`config.mk`:
```
export PLATFORM = sky130hd
export DESIGN_NAME = decimal_scaled_divider
export DESIGN_NICKNAME = d
export VERILOG_FILES = /design/src/sv/dsd_pkg.sv /design/src/sv/decimal_scaled_divider.sv
export SDC_FILE = /design/constraint.sdc
export NUM_CORES = 1
export LEC_CHECK = 0
export BUFFER_PORTS_ARGS = -buffer_cell sky130_fd_sc_hd__buf_4
export CAP_MARGIN = 10
export CORE_ASPECT_RATIO = 2
export CORE_MARGIN = 2
export CORE_UTILIZATION = 45
export DETAILED_ROUTE_END_ITERATION = 12
export SLEW_MARGIN = 5
export SYNTH_ARGS = -nofsm -noshare
export SYNTH_HDL_FRONTEND = slang
export SYNTH_SLANG_ARGS = --single-unit
```
`constraint.sdc`:
```
create_clock -name clk_i -period 6.9 [get_ports clk_i]
set_input_delay 0.69 -clock clk_i [delete_from_list [all_inputs] [get_ports clk_i]]
set_output_delay 0.69 -clock clk_i [all_outputs]
set_load 0.1 [all_outputs]
```
`src/sv/dsd_pkg.sv`:
```
// Shared types and constants for the decimal scaled divider.
// Holds the transfer structs, status codes and sequencer states.
// No dependencies.
package dsd_pkg;

  localparam logic [31:0] MagMax      = 32'h7FFF_FFFF;
  // 0x7FFFFFFF / 10: smallest divisor magnitude that is refused
  localparam logic [31:0] BigDivisor  = 32'd214748364;
  localparam logic [3:0]  MaxPlaces   = 4'd9;
  localparam logic [4:0]  IntSteps    = 5'd31;
  localparam logic [1:0]  DigitSteps  = 2'd3;

  typedef enum logic [1:0] {
    STAT_OK          = 2'd0,
    STAT_DIV_ZERO    = 2'd1,
    STAT_BIG_DIVISOR = 2'd2,
    STAT_OVERFLOW    = 2'd3
  } dsd_status_e;

  typedef enum logic [2:0] {
    ST_IDLE,
    ST_CHECK,
    ST_INTDIV,
    ST_SCALE,
    ST_DIGIT,
    ST_ROUND,
    ST_FINISH
  } dsd_state_e;

  typedef struct packed {
    logic signed [31:0] dividend;
    logic signed [31:0] divisor;
    logic [3:0]         decimal_places;
  } dsd_in_t;

  typedef struct packed {
    logic signed [31:0] quotient;
    dsd_status_e        status;
  } dsd_out_t;

endpackage

```
`src/sv/decimal_scaled_divider.sv`:
```
// Rounded decimal fixed-point divider: top level and sequencer.
// Depends on dsd_pkg for transfer structs, status codes and states.
// One shared 32-bit compare-subtract unit does all the division work.
//
// Places are clamped to 9; a zero or oversized divisor goes from the
// divisor check straight to the output. The work is done by the single
// compare-subtract unit: a check of the divisor, 32 integer quotient bits
// at one bit per cycle, then for each decimal place a multiply by ten and
// four restoring steps for the digit, then a rounding step and a step to
// sign the result, which waits while the output register is stalled.
// The block takes no new item until the current one has reached the output
// register, which holds a finished result while the next item is at work.
module decimal_scaled_divider (
  input  logic              clk_i,
  input  logic              rst_ni,
  input  logic              in_valid_i,
  output logic              in_stall_o,
  input  dsd_pkg::dsd_in_t  in_i,
  output logic              out_valid_o,
  input  logic              out_stall_i,
  output dsd_pkg::dsd_out_t out_o
);

  dsd_pkg::dsd_state_e  state_q, state_d;
  logic                 out_valid_q, out_valid_d;
  dsd_pkg::dsd_out_t    out_q, out_d;

  logic [31:0]          q_q, q_d;        // dividend, then quotient magnitude
  logic [30:0]          rem_q, rem_d;
  logic [31:0]          b_q, b_d;        // divisor magnitude
  logic [3:0]           places_q, places_d;
  logic [4:0]           cnt_q, cnt_d;
  logic [3:0]           dig_q, dig_d;
  logic                 neg_q, neg_d;
  logic                 ovf_q, ovf_d;
  dsd_pkg::dsd_status_e stat_q, stat_d;

  // shared compare-subtract unit
  logic [31:0] cand;
  logic [31:0] sub;
  logic [32:0] diff;
  logic        ge;

  logic [31:0] dvd_mag, dvs_mag;
  logic [31:0] nq;
  logic [34:0] q10;
  logic [30:0] rem10;
  logic [3:0]  digit;
  logic [31:0] dsum, rsum, mag, res;

  always_comb begin
    unique case (state_q)
      dsd_pkg::ST_INTDIV: begin
        cand = {rem_q, q_q[31]};
        sub  = b_q;
      end
      dsd_pkg::ST_DIGIT: begin
        cand = {1'b0, rem_q};
        sub  = b_q << cnt_q[1:0];
      end
      default: begin
        cand = {rem_q, 1'b0};
        sub  = b_q;
      end
    endcase
    diff = {1'b0, cand} - {1'b0, sub};
    ge   = ~diff[32];
  end

  assign dvd_mag = in_i.dividend[31] ? (32'd0 - in_i.dividend) : in_i.dividend;
  assign dvs_mag = in_i.divisor[31]  ? (32'd0 - in_i.divisor)  : in_i.divisor;

  assign nq    = {q_q[30:0], ge};
  assign q10   = {q_q, 3'b000} + {2'b00, q_q, 1'b0};
  assign rem10 = {rem_q[27:0], 3'b000} + {rem_q[29:0], 1'b0};
  assign digit = {dig_q[2:0], ge};
  assign dsum  = q_q + {28'd0, digit};
  assign rsum  = q_q + {31'd0, ge};
  assign mag   = ovf_q ? dsd_pkg::MagMax : q_q;
  assign res   = neg_q ? (32'd0 - mag) : mag;

  always_comb begin
    state_d     = state_q;
    out_valid_d = out_valid_q & out_stall_i;
    out_d       = out_q;
    q_d         = q_q;
    rem_d       = rem_q;
    b_d         = b_q;
    places_d    = places_q;
    cnt_d       = cnt_q;
    dig_d       = dig_q;
    neg_d       = neg_q;
    ovf_d       = ovf_q;
    stat_d      = stat_q;
    in_stall_o  = (state_q != dsd_pkg::ST_IDLE);

    unique case (state_q)
      dsd_pkg::ST_IDLE: begin
        if (in_valid_i) begin
          q_d      = dvd_mag;
          b_d      = dvs_mag;
          neg_d    = in_i.dividend[31] ^ in_i.divisor[31];
          places_d = (in_i.decimal_places > dsd_pkg::MaxPlaces) ?
                     dsd_pkg::MaxPlaces : in_i.decimal_places;
          state_d  = dsd_pkg::ST_CHECK;
        end
      end
      dsd_pkg::ST_CHECK: begin
        rem_d = '0;
        ovf_d = 1'b0;
        cnt_d = dsd_pkg::IntSteps;
        priority if (b_q == 32'd0) begin
          stat_d  = dsd_pkg::STAT_DIV_ZERO;
          state_d = dsd_pkg::ST_FINISH;
        end else if (b_q >= dsd_pkg::BigDivisor) begin
          stat_d  = dsd_pkg::STAT_BIG_DIVISOR;
          state_d = dsd_pkg::ST_FINISH;
        end else begin
          stat_d  = dsd_pkg::STAT_OK;
          state_d = dsd_pkg::ST_INTDIV;
        end
      end
      dsd_pkg::ST_INTDIV: begin
        rem_d = ge ? diff[30:0] : cand[30:0];
        q_d   = nq;
        cnt_d = cnt_q - 5'd1;
        if (cnt_q == 5'd0) begin
          // only the most negative dividend over one lands here
          if (nq[31]) ovf_d = 1'b1;
          state_d = (places_q == 4'd0) ? dsd_pkg::ST_ROUND : dsd_pkg::ST_SCALE;
        end
      end
      dsd_pkg::ST_SCALE: begin
        rem_d = rem10;
        dig_d = '0;
        cnt_d = {3'b000, dsd_pkg::DigitSteps};
        if (q10 > {3'b000, dsd_pkg::MagMax}) ovf_d = 1'b1;
        else q_d = q10[31:0];
        state_d = dsd_pkg::ST_DIGIT;
      end
      dsd_pkg::ST_DIGIT: begin
        rem_d = ge ? diff[30:0] : cand[30:0];
        dig_d = digit;
        cnt_d = cnt_q - 5'd1;
        if (cnt_q[1:0] == 2'd0) begin
          q_d      = dsum;
          if (dsum[31]) ovf_d = 1'b1;
          places_d = places_q - 4'd1;
          state_d  = (places_q == 4'd1) ? dsd_pkg::ST_ROUND : dsd_pkg::ST_SCALE;
        end
      end
      dsd_pkg::ST_ROUND: begin
        // half up: twice the remainder against the divisor
        q_d = rsum;
        if (rsum[31]) ovf_d = 1'b1;
        state_d = dsd_pkg::ST_FINISH;
      end
      dsd_pkg::ST_FINISH: begin
        if (!out_valid_q || !out_stall_i) begin
          out_valid_d = 1'b1;
          if (stat_q != dsd_pkg::STAT_OK) begin
            out_d.quotient = '0;
            out_d.status   = stat_q;
          end else begin
            out_d.quotient = $signed(res);
            out_d.status   = ovf_q ? dsd_pkg::STAT_OVERFLOW : dsd_pkg::STAT_OK;
          end
          state_d = dsd_pkg::ST_IDLE;
        end
      end
      default: state_d = dsd_pkg::ST_IDLE;
    endcase
  end

  always_ff @(posedge clk_i or negedge rst_ni) begin
    if (!rst_ni) begin
      state_q     <= dsd_pkg::ST_IDLE;
      out_valid_q <= 1'b0;
    end else begin
      state_q     <= state_d;
      out_valid_q <= out_valid_d;
    end
  end

  always_ff @(posedge clk_i) begin
    out_q    <= out_d;
    q_q      <= q_d;
    rem_q    <= rem_d;
    b_q      <= b_d;
    places_q <= places_d;
    cnt_q    <= cnt_d;
    dig_q    <= dig_d;
    neg_q    <= neg_d;
    ovf_q    <= ovf_d;
    stat_q   <= stat_d;
  end

  assign out_valid_o = out_valid_q;
  assign out_o       = out_q;

  // remainder stays below the divisor through the integer part and at each scale step
  a_rem_bound: assert property (@(posedge clk_i) disable iff (!rst_ni)
    (state_q == dsd_pkg::ST_INTDIV || state_q == dsd_pkg::ST_SCALE)
    |-> ({1'b0, rem_q} < b_q))
    else $error("remainder not below divisor");

  a_digit_range: assert property (@(posedge clk_i) disable iff (!rst_ni)
    (state_q == dsd_pkg::ST_DIGIT && cnt_q[1:0] == 2'd0) |-> (digit <= 4'd9))
    else $error("decimal digit out of range");

  a_err_zero: assert property (@(posedge clk_i) disable iff (!rst_ni)
    (out_valid_o && (out_o.status == dsd_pkg::STAT_DIV_ZERO ||
                     out_o.status == dsd_pkg::STAT_BIG_DIVISOR))
    |-> (out_o.quotient == 32'sd0))
    else $error("error result carries nonzero quotient");

  a_ovf_sat: assert property (@(posedge clk_i) disable iff (!rst_ni)
    (out_valid_o && out_o.status == dsd_pkg::STAT_OVERFLOW)
    |-> (out_o.quotient == 32'sh7FFF_FFFF || out_o.quotient == -32'sh7FFF_FFFF))
    else $error("overflow result not saturated");

endmodule
```
==> impl_metrics.ini, run 1 <==
[power]
internal_power_w = 0.00481
combPwrFrac = 0.692
power.density_mw_per_mm2 = 573
total_power_w = 0.0101
pwr-share-seq = 0.212
swShare = 0.526
vdd_drop_max_uv = 270
clockPowerShare = 0.095
netSwitchingPower_w = 0.00534
p_leak_nw = 7.02

[timing]
rsz0062_at_grt = no
tns_ns = 0
finalCriticalPeriod_ns = 6.49
setup_viol = 0
max_freq_ghz = 0.154
max-slew-margin-rel = 0.247
finalHoldViolations = 0
worstMarginPinSlew_ns = 1.13
period_share = 0.941
maxSlewViolCount = 0
clock_skew_ns = 0.00860

[synth]
synth_cell_types = 82
syn_inst = 1928
seq_area_frac_synth = 0.281
ys.flop_type = edfxtp_1
synth_edf_count = 145
yosys.area_share.xor_xnor = 0.0995
yosys_register_bits = 149
yosysWarnings = 0
synth_top_family_by_area = compound AO/OA/AOI/OAI gates
synthMuxAreaShare = 0.0488
synthesis.area_mm2 = 0.0159
synth_adder_area_share = 0.0848
synth_compound_area_frac = 0.248
avgSynthCellArea_um2 = 8.22
synth-simple-area-share = 0.200
synth_nets = 2105
synth-async-reset-ratio = 0.0268

[drt]
wl_per_cell_um = 21.8
route.met2.wl_um = 29800
top_layer = met4
dr.first_iter.drc_count = 1030
via_per_inst = 6.24
dr_total_vias = 15200
postRouteAntennaNets = 0
wl_met3_um = 2150
wl_met1_um = 17000
drc = 0
wirelength_um = 53200
firstDrtPassIters = 8

[worst_setup_path]
reg2reg_depth = 23
crit_fanout = 31
crit_required_ns = 7.08
crit_path_end_kind = flip-flop
critical_path_class = flip-flop to flip-flop
rrSetupSlack_ns = 0.41
r2r_start = state_q[1]$_DFFE_PN0P_
cp-start-kind = flip-flop
cp.arrival_ns = 6.67
r2r-end = q_q[21]$_DFFE_PP_

[floorplanning]
coreArea_mm2 = 0.0348
die-area_mm2 = 0.0368
initial_core_util = 0.455
rows = 97
io_pins = 108
die_y_um = 269
die_w_um = 137

[outcome]
status = completed

[job]
maxCapViolations = 0

[layout]
layout-drive-gt1-share = 0.117
fin_nets = 2163
n_antenna_cell = 0
area_growth_syn_to_layout_pct = 11.8

[global_route]
grt_usage = 0.293
grt_pass1_wl_um = 82700
antenna_found_initial = 0
grt_overflow_total = 0
grt_pass1_vias = 15700
grt_max_degree = 53

[cts]
clockBufferDepth = 2
clk_pin_slew_worst_paths_ns = 0.07
ctsHoldBuffers = 0
cts_tree = done
postCtsSetupBuffers = 0
cts-root-buf = clkbuf_16
worstSkewPairLatency_ns = 0.46
htreeDepth = 4
cts.sinks = 149
cts-resized-gates = 0
numCtsBuffers = 17

[worst_hold_path]
hp-class = input port to asynchronous set/reset pin

[placement]
portBuffers = 107
place_hpwl_um = 41900
place_congestion = 0.970
## stage by stage
step	hold WS (ns)	worst slack [ns]	cells	utilization	cell area, um2
6_report	0.0227	0.408	2443	0.509	17700
5_1_grt	0.0182	0.00683	2443	0.509	17700
4_1_cts	0.0164	0.465	2443	0.509	17700
3_5_place_dp	0.503	0.478	2412	0.492	17100
3_3_place_gp	0.499	0.507	2412	0.492	17100
2_1_floorplan	0.394	0.184	1928	-	15900
## power groups by stage
| stage | combinational, W | clock [W] | sequential, W |
|---|---|---|---|
| global placement | 0.00684 | 0 | 0.00215 |
| floorplan | 0.00515 | 0 | 0.00200 |
| global route | 0.00767 | 0.00101 | 0.00220 |
| detailed placement | 0.00691 | 0 | 0.00215 |
| CTS | 0.00696 | 0.000981 | 0.00214 |
| finish | 0.00702 | 0.000968 | 0.00216 |
## kinds of logic (layout without fill, tap and decap cells)
kind of cell    count (synthesis)  in the layout
fa+ha+maj                     105            105
flops                         149            149
xor+xnor                      180            180
compound gates                594            594
simple gates                  676            676
mux                            67             67
buf+inv                       157            227
## flip-flops by register name, indices dropped and copies added, names as in the netlist
signal / cells
b_q: 32
cnt_q: 5
dig_q: 3
neg_q: 1
out_o: 34
out_valid_o: 1
ovf_q: 1
places_q: 4
q_q: 32
rem_q: 31
stat_q: 2
state_q: 3
## cell usage in the layout, fill, tap and decap left out, types with 21 or more instances in the layout
cell,synthesis,layout
nand2_1,280,280
o22ai_1,22,22
a211oi_1,29,29
a31oi_1,32,31
ha_1,101,101
buf_4,2,146
xnor2_1,122,122
or3_1,21,21
o31ai_1,27,27
o21ai_0,138,138
nand3_1,35,35
a21o_1,61,61
nor3_1,37,37
edfxtp_1,145,145
a21oi_1,131,130
xor2_1,58,58
mux2i_1,48,48
inv_1,46,46
nor2_1,147,144
## worst max-delay path, stage by stage (launching register included)
cell      delay (ns)
dfrtp_1         0.42
or3b_2          0.52
buf_4           0.27
nand2_1         0.10
o21ai_0         0.14
fa_1            0.49
and4b_1         0.30
o211ai_1        0.14
and3_1          0.27
a221oi_2        0.37
a31oi_1         0.13
buf_4           0.17
o31ai_4         0.32
ha_1            0.31
a21o_1          0.14
a21o_1          0.14
a21oi_1         0.10
or4_1           0.43
buf_4           0.19
nor3_1          0.50
nand3_1         0.16
xnor2_1         0.16
a221oi_1        0.30
o21ai_0         0.12
## cells in the mapped netlist (all sizes together), types with 15 or more instances
cell type | instances | area share
o21ai | 138 | 0.044
and3 | 15 | 0.0059
o31ai | 32 | 0.017
a22oi | 15 | 0.0071
a21oi | 131 | 0.041
mux2i | 48 | 0.030
xor2 | 58 | 0.032
o41ai | 16 | 0.010
a211oi | 29 | 0.014
nand3 | 35 | 0.011
nand2 | 280 | 0.066
and2 | 18 | 0.0071
nand4 | 17 | 0.0067
buf | 20 | 0.0059
clkbuf | 87 | 0.021
a31oi | 32 | 0.013
o211ai | 19 | 0.0090
nor4 | 16 | 0.0067
nand2b | 20 | 0.0079
a21o | 61 | 0.029
o22ai | 22 | 0.0087
edfxtp | 145 | 0.27
or4 | 15 | 0.0076
nor3 | 37 | 0.012
nor2b | 19 | 0.0075
o21bai | 15 | 0.0071
or3 | 24 | 0.010
nor2 | 147 | 0.035
inv | 48 | 0.011
ha | 101 | 0.080
xnor2 | 122 | 0.067
## layer usage
layer | global-route usage | vias to the layer above
li1 | - | 7301
met5 | 0 | -
met3 | 0.0415 | 207
met1 | 0.261 | 7209
met4 | 0.218 | 0
met2 | 0.567 | 521
## cell type report
| class | count | area (um2) |
|---|---|---|
| sequential | 149 | 4450 |
| timing repair buffer | 146 | 1100 |
| clock buffer | 17 | 425 |
| multi-input combinational | 1622 | 10800 |
| clock inverter | 14 | 161 |
| fill | 3470 | 17100 |
| tap | 445 | 557 |
| inverter | 50 | 188 |
## worst max-delay path by stage
stage / startpoint / end / slack [ns] / depth (start not counted)
floorplan: cnt_q[0]$_DFFE_PP_ / ovf_q$_DFFE_PP_ / 0.18 / 30
global placement: state_q[1]$_DFFE_PN0P_ / q_q[30]$_DFFE_PP_ / 0.51 / 25
CTS: state_q[1]$_DFFE_PN0P_ / q_q[21]$_DFFE_PP_ / 0.47 / 23
finish: state_q[1]$_DFFE_PN0P_ / q_q[21]$_DFFE_PP_ / 0.41 / 23
global route: state_q[1]$_DFFE_PN0P_ / q_q[30]$_DFFE_PP_ / 0.007 / 25
detailed placement: state_q[1]$_DFFE_PN0P_ / q_q[21]$_DFFE_PP_ / 0.48 / 23
Note: power is estimated with default switching activity, not from simulation.
==> run 2: changes to the inputs <==
--- a/config.mk
+++ b/config.mk
@@ -11,6 +11,7 @@
 export CORE_MARGIN = 2
 export CORE_UTILIZATION = 45
 export DETAILED_ROUTE_END_ITERATION = 12
+export PLACE_DENSITY = 0.64
 export SLEW_MARGIN = 5
 export SYNTH_ARGS = -nofsm -noshare
 export SYNTH_HDL_FRONTEND = slang
==> run 2 against run 1 <==
Effect of this change:
- worst hold slack gained 0.0088 ns
- critical path depth is the same
- setup slack got worse by 0.15 ns
- clock-buffer cell count grew 6
- flip-flop and latch count unchanged
- sequential power hardly changed
- power up 0.66%
- non-clock buffer count up 3
- via count is 0.31% higher
==> impl_metrics.ini, run 2 (synthesized netlist as in run 1, its figures left out) <==
[layout]
area_growth_syn_to_layout_pct = 12.2
fin_nets = 2166
largest_reg_flops = 34
fin_util = 0.511
layout_commonest_cell = nand2_1
layout-drive-gt1-share = 0.117
final_cell_mix = nand2_1 (279), buf_4 (149), nor2_1 (146)
n_antenna_cell = 0
stdcell_count = 2447

[timing]
worstMarginPinSlew_ns = 1.09
period_share = 0.962
max_freq_ghz = 0.151
finalCriticalPeriod_ns = 6.64
finalHoldViolations = 0
clock_skew_ns = 0.0139
setup_ws_ns = 0.261
tns_ns = 0
maxSlewViolCount = 0
setup_viol = 0
max-slew-margin-rel = 0.272

[global_route]
grt_pass1_wl_um = 80200
grt_max_degree = 48
grt_pass1_vias = 15200
grt_overflow_total = 0
grt_usage = 0.283
antenna_found_initial = 0

[cts]
clockBufferDepth = 2
postCtsSetupBuffers = 0
numCtsBuffers = 17
clk_pin_slew_worst_paths_ns = 0.07
htreeDepth = 4
cts_tree = done
cts.sinks = 149
worstSkewPairLatency_ns = 0.46
cts-root-buf = clkbuf_16
ctsHoldBuffers = 0

[floorplanning]
io_pins = 108
coreArea_mm2 = 0.0348
initial_core_util = 0.455
die-area_mm2 = 0.0368
rows = 97
die_w_um = 137
die_y_um = 269

[power]
clockPowerShare = 0.102
power.density_mw_per_mm2 = 574
internal_power_w = 0.00489
combPwrFrac = 0.688
netSwitchingPower_w = 0.00532
p_leak_nw = 7.05
swShare = 0.521
vdd_drop_max_uv = 353
pwr-share-seq = 0.210
total_power_w = 0.0102

[placement]
portBuffers = 107
dp_slack_ns = 0.185
placedCellCount = 2415
place_hpwl_um = 40800
place_congestion = 1.01

[drt]
wirelength_um = 52000
drc = 0
via_per_inst = 6.25
dr.first_iter.drc_count = 1044
firstDrtPassIters = 6
postRouteAntennaNets = 0
wl_per_cell_um = 21.3
dr_total_vias = 15300

[worst_setup_path]
critPathMaxStageDelay_ns = 0.54
path_cells = or3b_2, a21oi_1, nor2b_1, ha_1, fa_1, and4b_1, nand4_1, and3_1, a221oi_2, a31oi_1, buf_4, o31ai_4, ha_4, a21o_1, a21o_1, a21oi_1, or4_1, buf_4, nor3_1, nand3_1, xnor2_1, a221oi_1, o21ai_0
crit_required_ns = 7.09
critical_path_class = flip-flop to flip-flop
worst_path_max_delay_cell = or3b_2
cp.arrival_ns = 6.83
crit_fanout = 5
cp_top_family = simple AND/OR/NAND/NOR gates
crit_path_end_kind = flip-flop
crit_buf_inv = 2
cp-start-kind = flip-flop

[outcome]
status = completed

[worst_hold_path]
hp-class = input port to asynchronous set/reset pin

[job]
maxCapViolations = 0
## run 2: cell count changes in the layout (fill, tap and decap cells not counted), sizes merged
cell	change
clkbuf	+6
clkinvlp	-4
buf	+3
bufinv	+2
clkinv	-2
inv	-1
## run 2: worst reg2reg max path: stages (launching register included)
cell	delay (ns)
dfrtp_1	0.43
or3b_2	0.54
a21oi_1	0.21
nor2b_1	0.08
ha_1	0.25
fa_1	0.44
and4b_1	0.30
nand4_1	0.16
and3_1	0.31
a221oi_2	0.47
a31oi_1	0.15
buf_4	0.17
o31ai_4	0.37
ha_4	0.23
a21o_1	0.11
a21o_1	0.14
a21oi_1	0.11
or4_1	0.43
buf_4	0.18
nor3_1	0.49
nand3_1	0.16
xnor2_1	0.17
a221oi_1	0.34
o21ai_0	0.13
## run 2: layout make-up
class / instances / area [um2]
clock buffers: 23 / 448
clock inverters: 9 / 178
fillers: 3352 / 17000
inverters: 50 / 188
multi-input cells: 1622 / 10800
flip-flops and latches: 149 / 4450
well taps: 445 / 557
repair buffers: 149 / 1120
## run 2: routing by layer
metal / routed length, um / part of all wire / global-route usage
met1: 16800 / 0.32 / 0.254
met2: 28400 / 0.55 / 0.539
met3: 2100 / 0.040 / 0.0355
met4: 4630 / 0.089 / 0.229
met5: 0 / 0 / 0
## run 2: timing repair
item                       4_1_cts  5_1_grt
setup endpoints to repair        0       10
hold endpoints to repair         0        0
gates resized for setup          0        5
## run 2: power groups by stage
stage	logic [W]	registers, W	clock network, W
after global placement	0.00681	0.00213	0
after detailed placement	0.00688	0.00214	0
after floorplan	0.00515	0.00200	0
after global routing	0.00765	0.00219	0.00107
final	0.00703	0.00215	0.00104
after CTS	0.00694	0.00212	0.00105
## run 2: worst paths after layout
path | start | to | slack, ns | depth (start not counted)
worst min-delay path | rst_ni | out_valid_o$_DFF_PN0_ | 0.03 | 1
worst max-delay path | state_q[1]$_DFFE_PN0P_ | q_q[21]$_DFFE_PP_ | 0.26 | 23
worst min register to register | stat_q[0]$_SDFFCE_PP1P_ | out_o[0]$_DFFE_PP_ | 0.59 | 1
worst max register to register | state_q[1]$_DFFE_PN0P_ | q_q[21]$_DFFE_PP_ | 0.26 | 23
max in group asynchronous | rst_ni | state_q[0]$_DFFE_PN0P_ | 6.74 | 1
min in group clk_i | in_i[4] | b_q[0]$_DFFE_PP_ | 0.44 | 1
## run 2: stage by stage
stage          hold WS, ns  area [um2]
2_1_floorplan        0.394       15900
3_3_place_gp         0.507       17100
3_5_place_dp         0.508       17100
4_1_cts             0.0177       17800
5_1_grt             0.0229       17800
6_report            0.0314       17800
